--- config.mk ---
export PLATFORM = sky130hd
export DESIGN_NAME = source_byte_tokenizer_core
export DESIGN_NICKNAME = d
export VERILOG_FILES = /design/src/stk_pkg.sv /design/src/stk_front.sv /design/src/stk_queue.sv /design/src/stk_back.sv /design/src/source_byte_tokenizer_core.sv
export SDC_FILE = /design/constraint.sdc
export NUM_CORES = 1
export LEC_CHECK = 0
export ABC_AREA = 1
export BUFFER_PORTS_ARGS = -buffer_cell sky130_fd_sc_hd__buf_2
export CAP_MARGIN = 10
export CELL_PAD_IN_SITES_DETAIL_PLACEMENT = 1
export CELL_PAD_IN_SITES_GLOBAL_PLACEMENT = 1
export CORE_MARGIN = 2
export CORE_UTILIZATION = 45
export CTS_CLUSTER_SIZE = 24
export DETAILED_ROUTE_END_ITERATION = 16
export PLACE_DENSITY_LB_ADDON = 0.1
export SETUP_SLACK_MARGIN = 0.1
export SYNTH_ARGS = -nofsm -noshare
export SYNTH_HDL_FRONTEND = slang
export SYNTH_SLANG_ARGS = --single-unit
--- constraint.sdc ---
create_clock -name i_clk -period 18.5 [get_ports i_clk]
set_input_delay 3.7 -clock i_clk [delete_from_list [all_inputs] [get_ports i_clk]]
set_output_delay 3.7 -clock i_clk [all_outputs]
set_load 0.005 [all_outputs]
--- src/stk_pkg.sv ---
// Package with the word types, codes and character tables of the source byte tokenizer.
`timescale 1ns / 1ps
package stk_pkg;

    typedef struct packed {
        logic       req_type;
        logic [7:0] source_byte;
    } t_in;

    typedef struct packed {
        logic [5:0]  token_kind;
        logic [2:0]  error_code;
        logic [7:0]  bad_byte;
        logic [23:0] start_line;
        logic [15:0] start_column;
        logic [23:0] start_offset;
        logic [15:0] token_length;
        logic        last_of_run;
    } t_out;

    typedef struct packed {
        logic two;
        t_out r0;
        t_out r1;
    } t_pair;

    typedef enum logic [2:0] {
        M_IDLE, M_IDENT, M_INT, M_ZERO, M_OP, M_COMMENT, M_ABSORB, M_DEAD
    } t_mode;

    localparam logic [5:0] KIND_EOF   = 6'd0;
    localparam logic [5:0] KIND_IDENT = 6'd1;
    localparam logic [5:0] KIND_INT   = 6'd2;
    localparam logic [5:0] KIND_KW0   = 6'd3;
    localparam logic [5:0] KIND_SLASH = 6'd30;

    localparam logic [2:0] ERR_NONE  = 3'd0;
    localparam logic [2:0] ERR_BYTE  = 3'd1;
    localparam logic [2:0] ERR_AMP   = 3'd2;
    localparam logic [2:0] ERR_BAR   = 3'd3;
    localparam logic [2:0] ERR_ZERO  = 3'd4;

    localparam logic [7:0] CH_US    = 8'h5F;
    localparam logic [7:0] CH_ZERO  = 8'h30;
    localparam logic [7:0] CH_SLASH = 8'h2F;
    localparam logic [7:0] CH_AMP   = 8'h26;
    localparam logic [7:0] CH_BAR   = 8'h7C;
    localparam logic [7:0] CH_EQ    = 8'h3D;
    localparam logic [7:0] CH_LF    = 8'h0A;
    localparam logic [7:0] CH_TAB   = 8'h09;
    localparam logic [7:0] CH_CR    = 8'h0D;
    localparam logic [7:0] CH_SP    = 8'h20;

    localparam logic [23:0] LINE_MAX = 24'hFFFFFF;
    localparam logic [15:0] COL_MAX  = 16'hFFFF;
    localparam logic [15:0] LEN_MAX  = 16'hFFFF;

    localparam int NUM_KW = 16;

    // Keyword text is right aligned: the first character sits in the highest used byte.
    localparam logic [63:0] KW_TEXT [NUM_KW] = '{
        64'("class"), 64'("extends"), 64'("if"), 64'("else"),
        64'("while"), 64'("return"), 64'("break"), 64'("continue"),
        64'("true"), 64'("false"), 64'("int"), 64'("bool"),
        64'("void"), 64'("this"), 64'("super"), 64'("null")
    };
    localparam logic [3:0] KW_LEN [NUM_KW] = '{
        4'd5, 4'd7, 4'd2, 4'd4, 4'd5, 4'd6, 4'd5, 4'd8,
        4'd4, 4'd5, 4'd3, 4'd4, 4'd4, 4'd4, 4'd5, 4'd4
    };

    function automatic logic is_alpha(input logic [7:0] b);
        is_alpha = (b >= 8'h61 && b <= 8'h7A) || (b >= 8'h41 && b <= 8'h5A) || b == CH_US;
    endfunction

    function automatic logic is_digit(input logic [7:0] b);
        is_digit = b >= 8'h30 && b <= 8'h39;
    endfunction

    function automatic logic is_space(input logic [7:0] b);
        is_space = b == CH_SP || b == CH_TAB || b == CH_CR || b == CH_LF;
    endfunction

    function automatic logic is_op2(input logic [7:0] b);
        is_op2 = b == CH_SLASH || b == CH_EQ || b == 8'h21 || b == 8'h3C || b == 8'h3E
            || b == CH_AMP || b == CH_BAR;
    endfunction

    function automatic logic [5:0] single_op(input logic [7:0] b);
        case (b)
            8'h28: single_op = 6'd19;
            8'h29: single_op = 6'd20;
            8'h7B: single_op = 6'd21;
            8'h7D: single_op = 6'd22;
            8'h2C: single_op = 6'd23;
            8'h3B: single_op = 6'd24;
            8'h3A: single_op = 6'd25;
            8'h2E: single_op = 6'd26;
            8'h2B: single_op = 6'd27;
            8'h2D: single_op = 6'd28;
            8'h2A: single_op = 6'd29;
            8'h2F: single_op = 6'd30;
            8'h25: single_op = 6'd31;
            8'h3D: single_op = 6'd32;
            8'h21: single_op = 6'd41;
            8'h3C: single_op = 6'd35;
            8'h3E: single_op = 6'd37;
            default: single_op = 6'd0;
        endcase
    endfunction

    function automatic logic [5:0] double_op(input logic [7:0] b);
        case (b)
            8'h3D: double_op = 6'd33;
            8'h21: double_op = 6'd34;
            8'h3C: double_op = 6'd36;
            8'h3E: double_op = 6'd38;
            8'h26: double_op = 6'd39;
            default: double_op = 6'd40;
        endcase
    endfunction

endpackage

--- src/stk_front.sv ---
// Scanner front end: classifies each source byte, tracks positions and builds result pairs.
`timescale 1ns / 1ps
module stk_front #(
    parameter int KEYWORD_PREFIX_BYTES = 8,
    parameter int OFFSET_BITS = 24
) (
    input  logic          i_clk,
    input  logic          i_rst_n,
    input  logic          i_acc,
    input  stk_pkg::t_in  i_word,
    input  logic          i_cfg_we,
    input  logic          i_cfg_idx,
    input  logic          i_cfg_val,
    output logic          o_first_line,
    output logic          o_first_column,
    output logic          o_push,
    output stk_pkg::t_pair o_pair
);
    localparam int PW = $clog2(KEYWORD_PREFIX_BYTES);
    localparam logic [OFFSET_BITS-1:0] OFF_MAX = '1;

    stk_pkg::t_mode r_mode, n_mode;
    logic [7:0] r_pend, n_pend;
    logic [7:0] r_pfx [KEYWORD_PREFIX_BYTES];
    logic [23:0] r_tsl, n_tsl, r_cl, n_cl;
    logic [15:0] r_tsc, n_tsc, r_cc, n_cc, r_tc, n_tc;
    logic [OFFSET_BITS-1:0] r_tso, n_tso, r_co, n_co;
    logic r_first_line, r_first_col;
    logic [5:0] w_ident_kind;
    logic pfx_we;
    logic [PW-1:0] pfx_wi;
    stk_pkg::t_out res [2];
    logic [1:0] cnt;
    logic do_start, do_step;
    logic [7:0] b;

    function automatic logic [23:0] sat_off(input logic [OFFSET_BITS-1:0] v);
        logic [32:0] e;
        e = 33'(v);
        sat_off = (e > 33'h0FFFFFF) ? 24'hFFFFFF : e[23:0];
    endfunction

    function automatic stk_pkg::t_out mk(input logic [5:0] k, input logic [2:0] e,
        input logic [7:0] bb, input logic [23:0] l, input logic [15:0] c,
        input logic [OFFSET_BITS-1:0] o, input logic [15:0] n);
        stk_pkg::t_out r;
        r.token_kind = k;
        r.error_code = e;
        r.bad_byte = bb;
        r.start_line = l;
        r.start_column = c;
        r.start_offset = sat_off(o);
        r.token_length = n;
        r.last_of_run = 1'b0;
        mk = r;
    endfunction

    always_comb begin
        w_ident_kind = stk_pkg::KIND_IDENT;
        for (int i = stk_pkg::NUM_KW - 1; i >= 0; i--) begin
            logic hit;
            hit = (r_tc == 16'(stk_pkg::KW_LEN[i]));
            for (int j = 0; j < 8; j++) begin
                if (j < int'(stk_pkg::KW_LEN[i]) && j < KEYWORD_PREFIX_BYTES) begin
                    if (r_pfx[j] != stk_pkg::KW_TEXT[i][8*(int'(stk_pkg::KW_LEN[i])-1-j) +: 8])
                        hit = 1'b0;
                end
            end
            if (hit) w_ident_kind = stk_pkg::KIND_KW0 + 6'(i);
        end
    end

    always_comb begin
        n_mode = r_mode; n_pend = r_pend;
        n_tsl = r_tsl; n_tsc = r_tsc; n_tso = r_tso; n_tc = r_tc;
        n_cl = r_cl; n_cc = r_cc; n_co = r_co;
        res[0] = '0; res[1] = '0; cnt = 2'd0;
        pfx_we = 1'b0; pfx_wi = '0;
        do_start = 1'b0; do_step = 1'b0;
        b = i_word.source_byte;
        if (i_word.req_type) begin
            case (r_mode)
                stk_pkg::M_IDENT: begin
                    res[0] = mk(w_ident_kind, stk_pkg::ERR_NONE, 8'd0, r_tsl, r_tsc, r_tso, r_tc);
                    cnt = 2'd1;
                end
                stk_pkg::M_INT, stk_pkg::M_ZERO: begin
                    res[0] = mk(stk_pkg::KIND_INT, stk_pkg::ERR_NONE, 8'd0, r_tsl, r_tsc,
                        r_tso, r_tc);
                    cnt = 2'd1;
                end
                stk_pkg::M_OP: begin
                    if (r_pend == stk_pkg::CH_AMP)
                        res[0] = mk(stk_pkg::KIND_EOF, stk_pkg::ERR_AMP, 8'd0, r_tsl, r_tsc,
                            r_tso, 16'd0);
                    else if (r_pend == stk_pkg::CH_BAR)
                        res[0] = mk(stk_pkg::KIND_EOF, stk_pkg::ERR_BAR, 8'd0, r_tsl, r_tsc,
                            r_tso, 16'd0);
                    else
                        res[0] = mk(stk_pkg::single_op(r_pend), stk_pkg::ERR_NONE, 8'd0, r_tsl,
                            r_tsc, r_tso, r_tc);
                    cnt = 2'd1;
                end
                default: cnt = 2'd0;
            endcase
            res[cnt[0]] = mk(stk_pkg::KIND_EOF, stk_pkg::ERR_NONE, 8'd0, r_cl, r_cc, r_co, 16'd0);
            cnt = cnt + 2'd1;
            n_mode = stk_pkg::M_IDLE; n_pend = 8'd0;
            n_tsl = '0; n_tsc = '0; n_tso = '0; n_tc = '0;
            n_cl = 24'(r_first_line); n_cc = 16'(r_first_col); n_co = '0;
        end else begin
            case (r_mode)
                stk_pkg::M_IDENT: begin
                    if (stk_pkg::is_alpha(b) || stk_pkg::is_digit(b)) begin
                        if (r_tc < 16'(KEYWORD_PREFIX_BYTES)) begin
                            pfx_we = 1'b1;
                            pfx_wi = r_tc[PW-1:0];
                        end
                        if (r_tc < stk_pkg::LEN_MAX) n_tc = r_tc + 16'd1;
                        do_step = 1'b1;
                    end else begin
                        res[0] = mk(w_ident_kind, stk_pkg::ERR_NONE, 8'd0, r_tsl, r_tsc, r_tso,
                            r_tc);
                        cnt = 2'd1;
                        do_start = 1'b1;
                    end
                end
                stk_pkg::M_INT: begin
                    if (stk_pkg::is_digit(b)) begin
                        if (r_tc < stk_pkg::LEN_MAX) n_tc = r_tc + 16'd1;
                        do_step = 1'b1;
                    end else begin
                        res[0] = mk(stk_pkg::KIND_INT, stk_pkg::ERR_NONE, 8'd0, r_tsl, r_tsc,
                            r_tso, r_tc);
                        cnt = 2'd1;
                        do_start = 1'b1;
                    end
                end
                stk_pkg::M_ZERO: begin
                    if (stk_pkg::is_digit(b)) begin
                        res[0] = mk(stk_pkg::KIND_EOF, stk_pkg::ERR_ZERO, 8'd0, r_tsl, r_tsc,
                            r_tso, 16'd0);
                        cnt = 2'd1;
                        n_mode = stk_pkg::M_ABSORB;
                        do_step = 1'b1;
                    end else begin
                        res[0] = mk(stk_pkg::KIND_INT, stk_pkg::ERR_NONE, 8'd0, r_tsl, r_tsc,
                            r_tso, r_tc);
                        cnt = 2'd1;
                        do_start = 1'b1;
                    end
                end
                stk_pkg::M_OP: begin
                    if (r_pend == stk_pkg::CH_SLASH) begin
                        if (b == stk_pkg::CH_SLASH) begin
                            n_mode = stk_pkg::M_COMMENT;
                            do_step = 1'b1;
                        end else begin
                            res[0] = mk(stk_pkg::KIND_SLASH, stk_pkg::ERR_NONE, 8'd0, r_tsl,
                                r_tsc, r_tso, r_tc);
                            cnt = 2'd1;
                            n_pend = 8'd0;
                            do_start = 1'b1;
                        end
                    end else if (r_pend == stk_pkg::CH_AMP || r_pend == stk_pkg::CH_BAR) begin
                        n_pend = 8'd0;
                        cnt = 2'd1;
                        if (b == r_pend) begin
                            n_tc = 16'd2;
                            res[0] = mk(stk_pkg::double_op(r_pend), stk_pkg::ERR_NONE, 8'd0,
                                r_tsl, r_tsc, r_tso, 16'd2);
                            n_mode = stk_pkg::M_IDLE;
                            do_step = 1'b1;
                        end else begin
                            res[0] = mk(stk_pkg::KIND_EOF, (r_pend == stk_pkg::CH_AMP) ?
                                stk_pkg::ERR_AMP : stk_pkg::ERR_BAR, 8'd0, r_tsl, r_tsc, r_tso,
                                16'd0);
                            n_mode = stk_pkg::M_DEAD;
                        end
                    end else if (b == stk_pkg::CH_EQ) begin
                        n_tc = 16'd2;
                        res[0] = mk(stk_pkg::double_op(r_pend), stk_pkg::ERR_NONE, 8'd0, r_tsl,
                            r_tsc, r_tso, 16'd2);
                        cnt = 2'd1;
                        n_mode = stk_pkg::M_IDLE;
                        n_pend = 8'd0;
                        do_step = 1'b1;
                    end else begin
                        res[0] = mk(stk_pkg::single_op(r_pend), stk_pkg::ERR_NONE, 8'd0, r_tsl,
                            r_tsc, r_tso, r_tc);
                        cnt = 2'd1;
                        n_pend = 8'd0;
                        do_start = 1'b1;
                    end
                end
                stk_pkg::M_COMMENT: begin
                    if (b != stk_pkg::CH_LF) do_step = 1'b1;
                    else do_start = 1'b1;
                end
                stk_pkg::M_ABSORB: begin
                    if (stk_pkg::is_digit(b)) do_step = 1'b1;
                    else n_mode = stk_pkg::M_DEAD;
                end
                stk_pkg::M_DEAD: do_step = 1'b0;
                default: do_start = 1'b1;
            endcase
            if (do_start) begin
                n_mode = stk_pkg::M_IDLE;
                n_tsl = r_cl; n_tsc = r_cc; n_tso = r_co; n_tc = 16'd1;
                do_step = 1'b1;
                if (stk_pkg::is_space(b)) begin
                    n_tc = 16'd0;
                end else if (stk_pkg::is_alpha(b)) begin
                    pfx_we = 1'b1;
                    pfx_wi = '0;
                    n_mode = stk_pkg::M_IDENT;
                end else if (b == stk_pkg::CH_ZERO) begin
                    n_mode = stk_pkg::M_ZERO;
                end else if (stk_pkg::is_digit(b)) begin
                    n_mode = stk_pkg::M_INT;
                end else if (stk_pkg::is_op2(b)) begin
                    n_pend = b;
                    n_mode = stk_pkg::M_OP;
                end else if (stk_pkg::single_op(b) != 6'd0) begin
                    res[cnt[0]] = mk(stk_pkg::single_op(b), stk_pkg::ERR_NONE, 8'd0, r_cl, r_cc,
                        r_co, 16'd1);
                    cnt = cnt + 2'd1;
                end else begin
                    res[cnt[0]] = mk(stk_pkg::KIND_EOF, stk_pkg::ERR_BYTE, b, r_cl, r_cc, r_co,
                        16'd0);
                    cnt = cnt + 2'd1;
                    n_mode = stk_pkg::M_DEAD;
                end
            end
            if (do_step) begin
                if (b == stk_pkg::CH_LF) begin
                    if (r_cl < stk_pkg::LINE_MAX) n_cl = r_cl + 24'd1;
                    n_cc = 16'(r_first_col);
                end else if (r_cc < stk_pkg::COL_MAX) begin
                    n_cc = r_cc + 16'd1;
                end
                if (r_co < OFF_MAX) n_co = r_co + OFFSET_BITS'(1);
            end
        end
        if (cnt == 2'd2) res[1].last_of_run = 1'b1;
        else res[0].last_of_run = 1'b1;
    end

    always_ff @(posedge i_clk) begin
        if (!i_rst_n) begin
            r_mode <= stk_pkg::M_IDLE;
            r_pend <= 8'd0;
            r_tsl <= '0; r_tsc <= '0; r_tso <= '0; r_tc <= '0;
            r_cl <= 24'd1; r_cc <= 16'd1; r_co <= '0;
            r_first_line <= 1'b1;
            r_first_col <= 1'b1;
        end else if (i_cfg_we) begin
            if (!i_cfg_idx) begin
                r_first_line <= i_cfg_val;
                if (r_co == '0) r_cl <= 24'(i_cfg_val);
            end else begin
                r_first_col <= i_cfg_val;
                if (r_co == '0) r_cc <= 16'(i_cfg_val);
            end
        end else if (i_acc) begin
            r_mode <= n_mode; r_pend <= n_pend;
            r_tsl <= n_tsl; r_tsc <= n_tsc; r_tso <= n_tso; r_tc <= n_tc;
            r_cl <= n_cl; r_cc <= n_cc; r_co <= n_co;
        end
    end

    always_ff @(posedge i_clk) begin
        if (i_acc && !i_cfg_we && pfx_we) r_pfx[pfx_wi] <= b;
    end

    assign o_push = i_acc && !i_cfg_we && cnt != 2'd0;
    assign o_pair.two = cnt == 2'd2;
    assign o_pair.r0 = res[0];
    assign o_pair.r1 = res[1];
    assign o_first_line = r_first_line;
    assign o_first_column = r_first_col;
endmodule

--- src/stk_queue.sv ---
// Four-entry queue of result pairs between the scanner and the output stage.
`timescale 1ns / 1ps
module stk_queue (
    input  logic           i_clk,
    input  logic           i_rst_n,
    input  logic           i_push,
    input  stk_pkg::t_pair i_pair,
    input  logic           i_pop,
    output logic           o_full,
    output logic           o_empty,
    output stk_pkg::t_pair o_head
);
    stk_pkg::t_pair r_mem [4];
    logic [1:0] r_wp, r_rp;
    logic [2:0] r_cnt;

    always_ff @(posedge i_clk) begin
        if (i_push) r_mem[r_wp] <= i_pair;
    end

    always_ff @(posedge i_clk) begin
        if (!i_rst_n) begin
            r_wp <= '0;
            r_rp <= '0;
            r_cnt <= '0;
        end else begin
            if (i_push) r_wp <= r_wp + 2'd1;
            if (i_pop) r_rp <= r_rp + 2'd1;
            r_cnt <= r_cnt + 3'(i_push) - 3'(i_pop);
        end
    end

    assign o_full = r_cnt == 3'd4;
    assign o_empty = r_cnt == 3'd0;
    assign o_head = r_mem[r_rp];
endmodule

--- src/stk_back.sv ---
// Output stage: splits queued pairs into single result words held in an output register.
`timescale 1ns / 1ps
module stk_back (
    input  logic           i_clk,
    input  logic           i_rst_n,
    input  logic           i_empty,
    input  stk_pkg::t_pair i_head,
    output logic           o_pop,
    output logic           o_valid,
    input  logic           i_stall,
    output stk_pkg::t_out  o_data
);
    logic r_valid, r_phase;
    stk_pkg::t_out r_data;
    logic w_load;

    assign w_load = !i_empty && (!r_valid || !i_stall);
    assign o_pop = w_load && (r_phase || !i_head.two);

    always_ff @(posedge i_clk) begin
        if (!i_rst_n) begin
            r_valid <= 1'b0;
            r_phase <= 1'b0;
        end else begin
            if (w_load) begin
                r_valid <= 1'b1;
                r_phase <= !r_phase && i_head.two;
            end else if (!i_stall) begin
                r_valid <= 1'b0;
            end
        end
    end

    always_ff @(posedge i_clk) begin
        if (w_load) r_data <= r_phase ? i_head.r1 : i_head.r0;
    end

    assign o_valid = r_valid;
    assign o_data = r_data;
endmodule

--- src/source_byte_tokenizer_core.sv ---
// Top level of the source byte tokenizer: scanner, result queue, output stage and register port.
`timescale 1ns / 1ps
// The tokenizer takes one source byte or end marker per cycle and gives up to two result
// words for it. The scanner decides each byte combinationally; its results wait in a
// four-entry queue, and the output stage sends one word per cycle unless stalled, so a byte
// that causes two results is sent as two words. Input is held off only while the queue is full.
// Registers: first_line at byte address 0, first_column at 4; write them while idle.
module source_byte_tokenizer_core #(
    parameter int KEYWORD_PREFIX_BYTES = 8,
    parameter int OFFSET_BITS = 24
) (
    input  logic          i_clk,
    input  logic          i_rst_n,
    input  logic          i_valid,
    output logic          o_stall,
    input  stk_pkg::t_in  i_data,
    output logic          o_valid,
    input  logic          i_stall,
    output stk_pkg::t_out o_data,
    input  logic          psel,
    input  logic          penable,
    input  logic          pwrite,
    input  logic [2:0]    paddr,
    input  logic [31:0]   pwdata,
    output logic [31:0]   prdata,
    output logic          pready
);
    logic w_acc, w_push, w_pop, w_full, w_empty, w_cfg_we, w_fl, w_fc;
    stk_pkg::t_pair w_pair, w_head;

    assign pready = 1'b1;
    assign w_cfg_we = psel && penable && pwrite;
    assign prdata = {31'd0, paddr[2] ? w_fc : w_fl};
    assign o_stall = w_full;
    assign w_acc = i_valid && !w_full;

    stk_front #(
        .KEYWORD_PREFIX_BYTES(KEYWORD_PREFIX_BYTES),
        .OFFSET_BITS(OFFSET_BITS)
    ) u_front (
        .i_clk(i_clk), .i_rst_n(i_rst_n), .i_acc(w_acc), .i_word(i_data),
        .i_cfg_we(w_cfg_we), .i_cfg_idx(paddr[2]), .i_cfg_val(pwdata[0]),
        .o_first_line(w_fl), .o_first_column(w_fc), .o_push(w_push), .o_pair(w_pair)
    );

    stk_queue u_queue (
        .i_clk(i_clk), .i_rst_n(i_rst_n), .i_push(w_push), .i_pair(w_pair), .i_pop(w_pop),
        .o_full(w_full), .o_empty(w_empty), .o_head(w_head)
    );

    stk_back u_back (
        .i_clk(i_clk), .i_rst_n(i_rst_n), .i_empty(w_empty), .i_head(w_head), .o_pop(w_pop),
        .o_valid(o_valid), .i_stall(i_stall), .o_data(o_data)
    );

`ifndef NO_ASSERTIONS
    a_no_overflow: assert property (@(posedge i_clk) disable iff (!i_rst_n)
        !(w_push && w_full)) else $error("queue overflow");
    a_no_underflow: assert property (@(posedge i_clk) disable iff (!i_rst_n)
        !(w_pop && w_empty)) else $error("queue underflow");
    a_eof_last: assert property (@(posedge i_clk) disable iff (!i_rst_n)
        (o_valid && o_data.token_kind == stk_pkg::KIND_EOF
            && o_data.error_code == stk_pkg::ERR_NONE) |-> o_data.last_of_run)
        else $error("end of file word not last");
`endif
endmodule
=== Yosys cells after proc, flatten, opt, wreduce, memory -nomap -nowiden ===
Memories as Yosys holds them, arrays and structs flattened. A register that Yosys moved wholly into a read port is not among the register bits.
Cells that the tools add are included.

* Bits in writable memories: 852
* Input port bits: 51
* Memories: 2
* Register bits: 264

* Reduce and logical (&&, ||, !) cells: 63
* $lt $le $gt $ge: 15
* Mux-type cells: 262
* Bitwise gates (word level): 4
* $add $sub $neg: 10
* Equal/unequal tests: 124

{| class="wikitable"
|+ Memories
! name !! words !! width !! read ports !! clocked after Yosys merged registers in !! wr ports !! line !! RTL
|-
| u_queue.r_mem || 4 || 197 || 1 || 1 || 1 || stk_queue.sv:13 || <nowiki>stk_pkg::t_pair r_mem [4];</nowiki>
|-
| u_front.r_pfx || 8 || 8 || 8 || 0 || 1 || stk_front.sv:24 || <nowiki>logic [7:0] r_pfx [KEYWORD_PREFIX_BYTES];</nowiki>
|}

{| class="wikitable"
|+ Operators by type and width
! operator !! number
|-
| 196-bit two-way mux || 8
|-
| 98-bit two-way mux || 11
|-
| 196-bit bitwise mux || 3
|-
| 8-bit by 7-bit != test with 1-bit output, second input constant || 49
|-
| 98-bit one-hot mux with 4 select lines || 1
|-
| 24-bit two-way mux || 15
|-
| 16-bit two-way mux || 19
|-
| 98-bit one-hot mux with 3 select lines || 1
|-
| 8-bit by 6-bit == test with 1-bit output, second input constant || 34
|-
| 6-bit one-hot mux with 17 select lines || 2
|-
| 98-bit demux with 1-bit select || 2
|-
| 97-bit two-way mux || 2
|-
| 94-bit two-way mux || 2
|-
| 1-bit two-way mux || 115
|-
| 6-bit one-hot mux with 16 select lines || 1
|-
| 6-bit two-way mux || 15
|-
| 5-bit two-way mux || 16
|-
| 8-bit two-way mux || 10
|-
| 3-bit two-way mux || 22
|-
| 16-bit by 3-bit == test with 1-bit output, second input constant || 4
|-
| 8-bit by 7-bit == test with 1-bit output, second input constant || 7
|-
| 24-bit by 1-bit adder with 24-bit output, second input constant || 2
|-
| 24-bit < comparator, second input constant || 2
|-
| 16-bit one-hot mux with 3 select lines || 1
|-
| other kinds (56) || 134
|}

=== Logic depth before layout (Yosys ltp) ===
An unclocked memory read counts as a cell.

* Depth after elaboration: 35
* Mapped depth: 22

=== Hierarchy ===
From an unflattened synthesis, not the netlist that was laid out.

* Cell total of the unflattened synthesis: 5441
* Area, all modules: 53189.8 um2

{| class="wikitable"
|+ Modules (own cells, without submodules)
! module !! cells an instance !! area an instance (um2) !! sequential area each (um2) !! times used
|-
| stk_queue || 2355 || 32303.5 || 23842.9 || 1
|-
| stk_front || 2616 || 16338.2 || 5064.9 || 1
|-
| stk_back || 427 || 4266.6 || 2982.9 || 1
|-
| source_byte_tokenizer_core || 43 || 281.5 || 0.0 || 1
|}

=== Least setup slack after synthesis ===
OpenSTA, ideal clock, no wires.

* Path type: input to register
* Start: input port i_data[2] (netlist name)
* End: memory u_queue.r_mem[0][0] (netlist name), enable pin
* Setup time: 0.721 ns
* Cell stages on the path: 15
* Slack: 4.589 ns
* Data arrival time: 13.189 ns
* Required time: 17.779 ns
* Path through: buf_2 -> nor2_1 -> nand2_1 -> nand2_1 -> nand3_1 -> nand2_1 -> nand3_1 -> nand2_1 -> buf_2 -> clkbuf_1 -> ha_1 -> nand4_1 -> nand4_1 -> nand2_1 -> nor2_1

* Cells in the longest elaborated chain, start to end: 20

{| class="wikitable"
|+ RTL lines
! element !! line !! RTL
|-
| from (decl) || source_byte_tokenizer_core.sv:16 || <nowiki>input stk_pkg::t_in i_data,</nowiki>
|-
| 8-bit by 7-bit >= comparator with 1-bit output or 8-bit by 7-bit less-or-equal comparator with 1-bit output (tied branches) || stk_pkg.sv:73 || <nowiki>is_alpha = (b >= 8'h61 && b <= 8'h7A) || (b >= 8'h41 && b <= 8'h5A) || b == CH_US;</nowiki>
|-
| 1-bit logical AND || stk_pkg.sv:73 ||
|-
| 1-bit logical OR (2 in a row) || stk_pkg.sv:73 ||
|-
| 1-bit logical OR || stk_front.sv:114 || <nowiki>if (stk_pkg::is_alpha(b) || stk_pkg::is_digit(b)) begin</nowiki>
|-
| 1-bit two-way mux || stk_front.sv:114 ||
|-
| 2-bit one-hot mux with 4 select lines || stk_front.sv:112 || <nowiki>case (r_mode)</nowiki>
|-
| 2-bit two-way mux || stk_front.sv:81 || <nowiki>if (i_word.req_type) begin</nowiki>
|-
| 2-bit by 1-bit adder with 2-bit output || stk_front.sv:227, stk_front.sv:231 ||
|-
| [... 3 more ...] || n/a ||
|-
| 2-bit two-way mux || stk_front.sv:213 || <nowiki>end else if (stk_pkg::is_alpha(b)) begin</nowiki>
|-
| 2-bit two-way mux || stk_front.sv:211 || <nowiki>if (stk_pkg::is_space(b)) begin</nowiki>
|-
| 2-bit two-way mux * || stk_front.sv:207 || <nowiki>if (do_start) begin</nowiki>
|-
| 2-bit two-way mux * || stk_front.sv:81 ||
|-
| 2-bit nonzero test * || stk_front.sv:276 || <nowiki>assign o_push = i_acc && !i_cfg_we && cnt != 2'd0;</nowiki>
|-
| 1-bit logical AND * || stk_front.sv:276 ||
|-
| 1-bit two-way mux * || stk_queue.sv:18 || <nowiki>if (i_push) r_mem[r_wp] <= i_pair;</nowiki>
|-
| 1-bit two-way mux (not written as such) * || stk_queue.sv:18 ||
|-
| to (decl) || stk_queue.sv:13 ||
|}

Every way passes the cells marked *; elsewhere a longest branch is shown, timed or not. The select of a mux whose other input is x is not followed.

=== Final worst setup path ===
* Start: input port i_data[2] (netlist name)
* End: memory u_queue.r_mem[3][166] (netlist name), enable pin

The elaborated chain is that of the path after synthesis.

==> impl_metrics.tcl <==
set metrics [dict create \
    status "completed" \
    p_int_w 0.00490 \
    netlist_area_um2 46900 \
    dieHeight_um 327 \
    path_cells "buf_2 > nand2_1 > nand3_1 > nand3_1 > nand2_1 > nand3_1 > nand2_4 > buf_4 > ha_1 > nand4_1 > nand4_1 > nand2_1 > nor2_4 > buf_4 > buf_4" \
    min_period_ns 8.64 \
    synthTopCellsByArea "edfxtp_1 (56%), nor2_1 (8.7%), dfxtp_1 (7.2%)" \
    grt_pass1_wl_um 211000 \
    ys_seq_area_frac 0.634 \
    min_path_type "flip-flop to flip-flop" \
    powerDensity_nw_per_um2 142 \
    grt-busiest-layer "met2" \
    finalSetupTns_ns 0 \
    ys_ff_latch 1046 \
    skew_ns 0.0235 \
    gp_congestion 0.888 \
    cts_sinks 1046 \
    synth.top_cell.area_share 0.563 \
    syn_area_per_cell_um2 9.92 \
    synth.largest_area_cell "edfxtp_1" \
    design.core.area_um2 103000 \
    async_flop_share 0 \
    clkPwrFrac 0.308 \
    syn_inst 4726 \
    vias 35400 \
    cap_violations 0 \
    met3_usage 0.0314 \
    synth-edff-count 878 \
    clk_pin_slew_ns 0.06 \
    drtIter0Drc 2497 \
    grt_use_met2 0.420 \
    overflow 0 \
    clock_path_buffers 3 \
    synth_ff_type "edfxtp_1" \
    layout_common_cells "nor2_1 (1087), edfxtp_1 (878), o21ai_0 (510)" \
    grt_usage 0.252 \
    start_util 0.453 \
    dpl.cell_count 6000 \
    rows 118 \
    avgViaCountPerCell 5.70 \
    post_cts_buffers 0 \
    ioPinCount 184 \
    nets 4800 \
    p_seq_frac 0.430 \
    fp.dieArea_um2 107000 \
    drt_wl_total_um 136000 \
    synth_cell_types 52 \
    tightest_slew_ns 1.17 \
    comb_power_share 0.262 \
    dpl.hpwl_um 79800 \
    arrival_ns 8.97 \
    grt_max_degree 165 \
    worst_path_max_delay_cell "buf_4" \
    cts_hold_buf 0 \
    root_buffer "clkbuf_16" \
    layout.cells.most_common "nor2_1" \
    cts_made_buffers 111 \
    max_stage_delay_ns 0.75 \
    grt_use_met1 0.348 \
    io_buffers 118 \
    leakagePower_nw 18.4 \
    vdd_ir_drop_max_uv 90.8 \
    fin_cells 6208 \
    slew_viol_final 0 \
    clk_latency_ns 0.71 \
    hold_viol_final 0 \
    cts_tree "yes" \
    crit_fanout 55 \
    rsz0062_at_grt "no" \
    area_growth_pct 11.4 \
    p_switching_w 0.00250 \
    fmax_mhz 116 \
    crit_path_start_kind "input pin" \
    final-setup-viol-count 0 \
    post_cts_resized 0 \
    slew_headroom 0.219 \
    switching_share 0.338 \
    fillers 11400 \
    antenna_left 0 \
    end_kind "flip-flop" \
    die_x_um 327 \
    utilization 0.505 \
    antenna_cells 0 \
    crit_type "input pin to flip-flop" \
    cp.required_ns 18.83 \
    drive_gt1_frac 0.0837 \
    dr.pass1.iters 5 \
    ys_warn_count 0 \
    post-route-drc-count 0 \
    antenna_found_initial 3 \
    min_period_over_period 0.467 \
    grt_pass1_vias 36400 \
    wl_per_cell_um 21.9 \
    cts-htree-levels 3 \
]
-- cells by family after synthesis --
logic type      share of synthesized area
compound gates                      0.108
other cells                      0.000160
flops                               0.634
xor+xnor                          0.00916
buf+inv                            0.0499
simple gates                        0.194
fa+ha+maj                         0.00443
-- state kept, by name, indices dropped and copies added, names as in the netlist, named ones only --
signal / flops
u_front.r_mode: 3
u_queue.r_mem: 716
u_back.o_data: 98
u_front.r_tsl: 24
u_front.r_tso: 24
u_front.r_pend: 8
u_queue.r_rp: 2
u_front.r_pfx: 64
u_back.r_phase: 1
u_front.r_tsc: 16
u_front.r_co: 24
u_front.r_cl: 24
u_queue.r_wp: 2
u_queue.r_cnt: 3
u_front.o_first_line: 1
u_front.r_cc: 16
u_front.r_tc: 16
u_back.o_valid: 1
u_front.o_first_column: 1
-- layer usage --
| metal | vias to the layer above | routed length, um |
|---|---|---|
| met5 | - | 21 |
| met4 | 4 | 2880 |
| met3 | 171 | 6120 |
| met2 | 764 | 65200 |
| met1 | 17900 | 62000 |
| li1 | 16500 | - |
-- final cells by class --
type,count,area [um2],area share
sequential,1046,29700,0.570
multi-input combinational,3146,15000,0.287
clock buffer,158,3190,0.0610
tap,1380,1730,0.0331
inverter,264,1010,0.0194
timing repair buffer,164,982,0.0188
clock inverter,50,584,0.0112
-- final timing paths --
check	to	slack, ns	start	cells past startpoint
setup / recovery	u_queue.r_mem[3][166]$_DFFE_PP_	9.86	i_data[2]	15
hold / removal	flip-flop	0.46	u_queue.r_rp[1]$_SDFFE_PN0P_	2
setup reg to reg	u_queue.r_mem[3][166]$_DFFE_PP_	12.94	u_front.r_mode[0]$_SDFFE_PN0P_	14
hold reg to reg	flip-flop	0.46	u_queue.r_rp[1]$_SDFFE_PN0P_	2
-- through the flow --
step / hold WS [ns] / area (um2) / setup slack (ns) / total power, W
2_1_floorplan: 0.436 / 47000 / 4.59 / 0.00447
3_3_place_gp: 0.443 / 48400 / 9.18 / 0.00513
3_5_place_dp: 0.452 / 48400 / 9.14 / 0.00520
4_1_cts: 0.462 / 52200 / 9.86 / 0.00749
5_1_grt: 0.490 / 52200 / 9.54 / 0.00779
6_report: 0.461 / 52200 / 9.86 / 0.00741
-- Yosys cell counts (8+ instances only) --
library cell,count
nor2_4,8
o221ai_1,26
o22ai_1,82
o211ai_1,50
o21ai_0,510
a31oi_1,84
dfxtp_1,168
inv_1,241
nor2_2,8
ha_1,15
edfxtp_1,878
nor4_1,47
nand2_1,495
inv_2,18
nor3_1,107
buf_4,39
buf_1,19
nand4_1,104
nand3_1,239
a21oi_1,140
nor2_1,1091
clkbuf_1,214
xor2_1,47
buf_2,29
-- power groups by stage --
stage          combinational (W)  clock (W)  sequential (W)
6_report                 0.00194    0.00228         0.00319
3_3_place_gp             0.00191          0         0.00322
5_1_grt                  0.00215    0.00241         0.00322
2_1_floorplan            0.00120          0         0.00327
4_1_cts                  0.00197    0.00232         0.00319
3_5_place_dp             0.00196          0         0.00324
-- critical path: cells and delay by family --
kind / cells / cell delay, ns
adders and majority gates: 1 / 0.30
buffers and inverters: 4 / 2.50
and+or+nand+nor: 10 / 2.36
Power figures use the tool's default switching activity.
